===== config.mk =====
export PLATFORM = sky130hd
export DESIGN_NAME = bba_ram
export DESIGN_NICKNAME = d
export VERILOG_FILES = /design/src/hdl/bba_pkg.sv /design/src/hdl/bba_ram.sv
export SDC_FILE = /design/constraint.sdc
export NUM_CORES = 2
export LEC_CHECK = 0
export ABC_AREA = 1
export BUFFER_PORTS_ARGS = -buffer_cell sky130_fd_sc_hd__clkbuf_2
export CELL_PAD_IN_SITES_DETAIL_PLACEMENT = 2
export CELL_PAD_IN_SITES_GLOBAL_PLACEMENT = 2
export CORE_MARGIN = 4
export CORE_UTILIZATION = 25
export CTS_BUF_LIST = sky130_fd_sc_hd__clkbuf_16
export DETAILED_ROUTE_END_ITERATION = 7
export GPL_ROUTABILITY_DRIVEN = 0
export PLACE_DENSITY_LB_ADDON = 0.1
export SLEW_MARGIN = 20
export SYNTH_ARGS = -nofsm -noshare
export SYNTH_HDL_FRONTEND = slang
export SYNTH_SLANG_ARGS = --single-unit

===== constraint.sdc =====
create_clock -name clk -period 22.9 [get_ports clk]
set_clock_uncertainty 0.05 [all_clocks]
set_input_delay 2.29 -clock clk [delete_from_list [all_inputs] [get_ports clk]]
set_output_delay 2.29 -clock clk [all_outputs]
set_load 0.1 [all_outputs]

===== src/hdl/bba_pkg.sv =====
// ----------------------------------------------------------------------------
// bba_pkg
// Shared widths, codes and helpers of the bitmap block allocator.
// ----------------------------------------------------------------------------
`default_nettype none

package bba_pkg;

    localparam int WORD_BITS    = 64;
    localparam int BIT_W        = 6;
    localparam int MAX_BLOCKS_D = 4096;

    localparam int ACTION_W = 2;
    localparam int BLOCK_W  = 12;
    localparam int STATUS_W = 2;
    localparam int COUNT_W  = 13;

    localparam logic [COUNT_W-1:0] BLOCKS_RST   = 13'd4096;
    localparam logic [COUNT_W-1:0] RESERVED_RST = 13'd2;

    typedef enum logic [ACTION_W-1:0] {
        ACT_ALLOC  = 2'd0,
        ACT_FREE   = 2'd1,
        ACT_FORMAT = 2'd2,
        ACT_NONE   = 2'd3
    } action_t;

    typedef enum logic [STATUS_W-1:0] {
        STAT_DONE   = 2'd0,
        STAT_FULL   = 2'd1,
        STAT_REJECT = 2'd2
    } status_t;

    typedef enum logic [0:0] {
        REG_BLOCKS   = 1'b0,
        REG_RESERVED = 1'b1
    } reg_index_t;

    typedef struct packed {
        logic             found;
        logic [BIT_W-1:0] idx;
    } lz_t;

    // lowest clear bit of a map or summary word
    function automatic lz_t lowest_zero(input logic [WORD_BITS-1:0] w);
        lz_t r;
        r.found = ~&w;
        r.idx   = '0;
        for (int i = WORD_BITS - 1; i >= 0; i--)
        begin
            if (!w[i])
            begin
                r.idx = BIT_W'(i);
            end
        end
        return r;
    endfunction

endpackage

`default_nettype wire


===== src/hdl/bba_ram.sv =====
// ----------------------------------------------------------------------------
// bba_ram
// Single write port, single read port word store with registered read data.
// ----------------------------------------------------------------------------
`default_nettype none

module bba_ram
    import bba_pkg::*;
#(
    parameter int DEPTH = 64,
    parameter int AW    = 6
)
(
    input  wire logic                 clk,
    input  wire logic                 we,
    input  wire logic [AW-1:0]        waddr,
    input  wire logic [WORD_BITS-1:0] wdata,
    input  wire logic [AW-1:0]        raddr,
    output logic      [WORD_BITS-1:0] rdata
);

    logic [WORD_BITS-1:0] mem [DEPTH];

    always_ff @(posedge clk)
    begin
        if (we)
        begin
            mem[waddr] <= wdata;
        end
    end

    always_ff @(posedge clk)
    begin
        rdata <= mem[raddr];
    end

endmodule

`default_nettype wire


Word level (Yosys, flattened, before mapping)
Memory sizes are Yosys's and may differ from the RTL's. A register that Yosys moved wholly into a read port is not among the register bits. Index checks and enable logic that the tools add are counted.

Memories: 1. Register bits: 0. Logic and storage cells: 3. Output and inout bits: 64. RAM bits: 4096. Bits of input ports: 78.

Memories: mem (depth 64, bits a word 64, rd ports 1, clocked after Yosys merged registers in 1, write ports 1, RTL line bba_ram.sv:22) `logic [WORD_BITS-1:0] mem [DEPTH];`.

Muxes and demuxes: 2.

Operator list (number): 1-bit two-way mux (2).

Longest topological paths before layout
Depth in word-level cells: 2. Depth in mapped cells: 13. Depth with buffers taken out: 9.

Worst setup path before layout
OpenSTA, ideal clock, no wires.

Kind: input port to flip-flop. From: in we. To: mem mem[48][0], enable pin. Arrival time: 8926 ps. Slack: 13278 ps. Buffers on the path: 1. Library setup time: 646 ps. Cell stages on the path: 3. Cells stage by stage: clkbuf_1 nand4_1 nor4_1.

Longest elaborated chain between the ends: 2.

Ends and longest elaborated chain: from (decl) (RTL line bba_ram.sv:15) `input wire logic we,`; 1-bit two-way mux (RTL line bba_ram.sv:26) `if (we)`; 1-bit two-way mux (not written as such) (RTL line bba_ram.sv:28) `mem[waddr] <= wdata;`; to (decl) (RTL line bba_ram.sv:22).

Every way passes these cells.

==> results.tsv <==
stage	metric	value	unit
clocking	clk_pin_slew_worst_paths	0.05	ns
grt	grt_antenna_before_repair	67	
clocking	cts_tree	yes	
sta	worst_slew_pin_slew	1.24	ns
critical_path	crit_end	rdata[2]	
yosys	synth_cell_types	16	
detailed_routing	via_per_inst	4.98	
sta	final.hold.worst_slack	0.753	ns
grt	grt_start_max_net_pins	203	
yosys	syn_std_cell_area	165000	sq um
yosys	compound_gate_portion_of_the_synthesized_area	0	
detailed_routing	antenna_violating_nets_post_route	0	
die	boundaryPins	142	
job	drv_cap	0	
yosys	synthDominantAreaCellType	edfxtp_1	
final_layout	fillCellCount	69400	
detailed_routing	drt_first_pass_iters	5	
clocking	cts_buffer_depth	4	
clocking	post_cts_resized	0	
yosys	async_flop_share	0	
die	initial_core_util	0.251	
critical_path	r2r-end	rdata[5]	
pwr	leakage	66.6	nW
yosys	post_synth_fa_ha_maj_area_fraction	0	
critical_path	rr_startpoint	mem[26][5]	
clocking	cts_post_setup_buffers_inserted	0	
critical_path	register_to_register_setup_slack	20.99	ns
critical_path	path_class	input pin to flip-flop	
detailed_routing	drt_iter0_markers	8445	
yosys	dominantRegCellSynth	edfxtp_1	
sta	final_max_slew_viol_count	0	
yosys	synth_simple_gate_area_share	0.219	
sta	rsz0062_at_grt	false	
grt	grt.overflow.total	0	
final_layout	layout-drive-gt1-share	0.0899	
yosys	synth-edff-count	4096	
die	core-area	659000	sq um
die	die_height	821	um
run_status	status	complete, no violations	
clocking	hold_buffers	0	
clocking	numCtsBuffers	528	
grt	grt_pass1_vias	123000	
final_layout	area_growth_syn_to_layout	16.2	%
die	placementRows	298	
yosys	combinational_family_with_the_most_area_after_synthesis	simple AND/OR/NAND/NOR gates	
sta	period_share	0.299	
yosys	post_synth_mux_area_share	0	
sta	achievable_frequency	146	MHz
yosys	synth.net_count	13500	
die	die_area	674000	sq um
placed_design	dp_hpwl	377	mm
clocking	clock_sinks	4160	
critical_path	startpoint	raddr[0]	
critical_path	timing.critical_path.fanout_max	75	
yosys	netlist.area_leader.share	0.744	
yosys	synthTopCellsByCount	4,416 x nand2_1, 4,096 x edfxtp_1, 3,847 x nand3_1	
critical_path	r2r_cells	8	
die	die_w	821	um
grt	grt.total_usage	0.210	
sta	finalHoldViolCount	0	
clocking	htree_num_levels	6	
critical_path	critical_path.endpoint_type	flip-flop	
detailed_routing	route.detailed.drc	0	
yosys	synth-seq-area-share	0.752	
critical_path	timing.critical_path.from_type	input pin	
clocking	insertion_delay_of_the_later_clocked_pin_in_the_worst_skew_pair	1.08	ns
detailed_routing	detail_route.wirelength	729	mm
pwr	power.ir.vdd_worst	82.6	uV
final_layout	final_net_count	13600	
worst_hold_path	hold_class	flip-flop to flip-flop	
yosys	netlist_instances	13400	
critical_path	required	23.84	ns
pwr	power_per_cell_area	91.0	nW/um^2
placed_design	port_buffers	141	
yosys	synth_area_leaders	edfxtp_1 74%, nand3_1 12%, nand2_1 10%, buf_2 1.5%, dfxtp_1 0.78%	
yosys	synth.yosys.warnings	0	
critical_path	cp_data_arrival_time	7.79	ns
yosys	synth.most_common_cell	nand2_1	
detailed_routing	num_vias	113000	
yosys	ys_ff_latch	4160	
detailed_routing	wl_per_cell	32.1	um
clocking	clock-root-buffer	clkbuf_16	
sta	final_period_minus_worst_setup_slack	6.85	ns
sta	final_number_of_setup_violating_endpoints	0	
yosys	synth_xor_xnor_area_share	0	
yosys	syn_avg_cell_area	12.3	sq um
sta	finalSetupTns	0	ns
sta	normalized_max_slew_margin	0.171	
grt	wire_length_of_the_first_global_routing_pass	1010	mm
-- stage by stage --
| step | setup WS (ns) | utilization | std cells | cell area (sq um) | power (mW) |
|---|---|---|---|---|---|
| after floorplan | 13.28 | - | 13400 | 165000 | 9.24 |
| after global placement | 14.84 | 0.267 | 21700 | 176000 | 9.75 |
| after detailed placement | 14.82 | 0.267 | 21700 | 176000 | 9.78 |
| after CTS | 16.00 | 0.291 | 22700 | 192000 | 17.8 |
| after global routing | 15.63 | 0.292 | 22700 | 192000 | 18.1 |
| final | 16.05 | 0.292 | 22700 | 192000 | 17.5 |
-- power breakdown --
part	internal [mW]	total, mW	switching [mW]	leakage, nW
combinational	0.221	1.12	0.897	20.8
clock	4.50	7.90	3.40	8.44
sequential	8.43	8.47	0.0363	37.4
total	13.2	17.5	4.33	66.6
-- worst max-delay path, cell delays in order --
cell and delay [ns]:
buf_12 0.26, buf_4 0.64, buf_4 0.70, buf_4 0.81, buf_4 0.55, buf_4 0.71
buf_4 0.63, nand2_1 0.15, nand3_1 0.13, nand3_1 0.08, nand3_1 0.13, nand3_1 0.12
nand2_1 0.10, nand2_1 0.05, nand2_1 0.08
-- cell type report --
| cell class | instances | area (sq um) | area share |
|---|---|---|---|
| clock inverter | 390 | 2380 | 0.0124 |
| tap | 8700 | 10900 | 0.0567 |
| antenna | 23 | 57.6 | 0.000300 |
| multi-input combinational | 8336 | 36600 | 0.191 |
| sequential | 4160 | 124000 | 0.647 |
| clock buffer | 546 | 13700 | 0.0711 |
| timing repair buffer | 521 | 4090 | 0.0213 |
| inverter | 12 | 105 | 0.000547 |
-- kinds of logic (layout without fill, tap and decap cells) --
| logic type | after synthesis | in the layout |
|---|---|---|
| other | 0 | 23 |
| buffers and inverters | 909 | 1469 |
| and+or+nand+nor | 8336 | 8336 |
| DFF | 4160 | 4160 |
-- worst min-delay path by stage --
stage,end,slack (ns),startpoint,cells after the start
3_5_place_dp,rdata[47],0.76,mem[36][47],8
6_report,rdata[11],0.75,mem[10][11],8
4_1_cts,rdata[11],0.77,mem[2][11],8
5_1_grt,rdata[11],0.85,mem[2][11],8
2_1_floorplan,rdata[0],0.67,mem[8][0],8
3_3_place_gp,rdata[47],0.73,mem[44][47],8
-- per-layer routing --
metal | global-route usage | part of all wire | vias to the layer above
met5 | 0 | 0.00013 | -
met2 | 0.359 | 0.48 | 2047
met1 | 0.286 | 0.46 | 61700
met3 | 0.0221 | 0.033 | 869
met4 | 0.0494 | 0.026 | 14
li1 | - | - | 48300
-- placed cells by master (no fill, tap or decap) --
cell / instances
nand2_1: 4416
edfxtp_1: 4096
nand3_1: 3847
clkbuf_16: 546
buf_4: 350
inv_1: 157
clkbuf_2: 126
clkinv_1: 121
dfxtp_1: 64
clkinv_2: 58
nor2_4: 56
buf_12: 28
diode_2: 23
inv_6: 23
bufinv_16: 18
clkinv_8: 12
nand4_1: 9
nor4_2: 8
inv_16: 5
buf_16: 5
buf_8: 4
clkbuf_4: 4
buf_6: 4
inv_8: 3
clkinv_16: 2
clkinvlp_4: 2
clkinv_4: 1
-- state kept, by name (all words and copies together), names as in the netlist --
| signal | flops |
|---|---|
| mem | 4096 |
| rdata | 64 |
(Power assumes the default switching activity.)
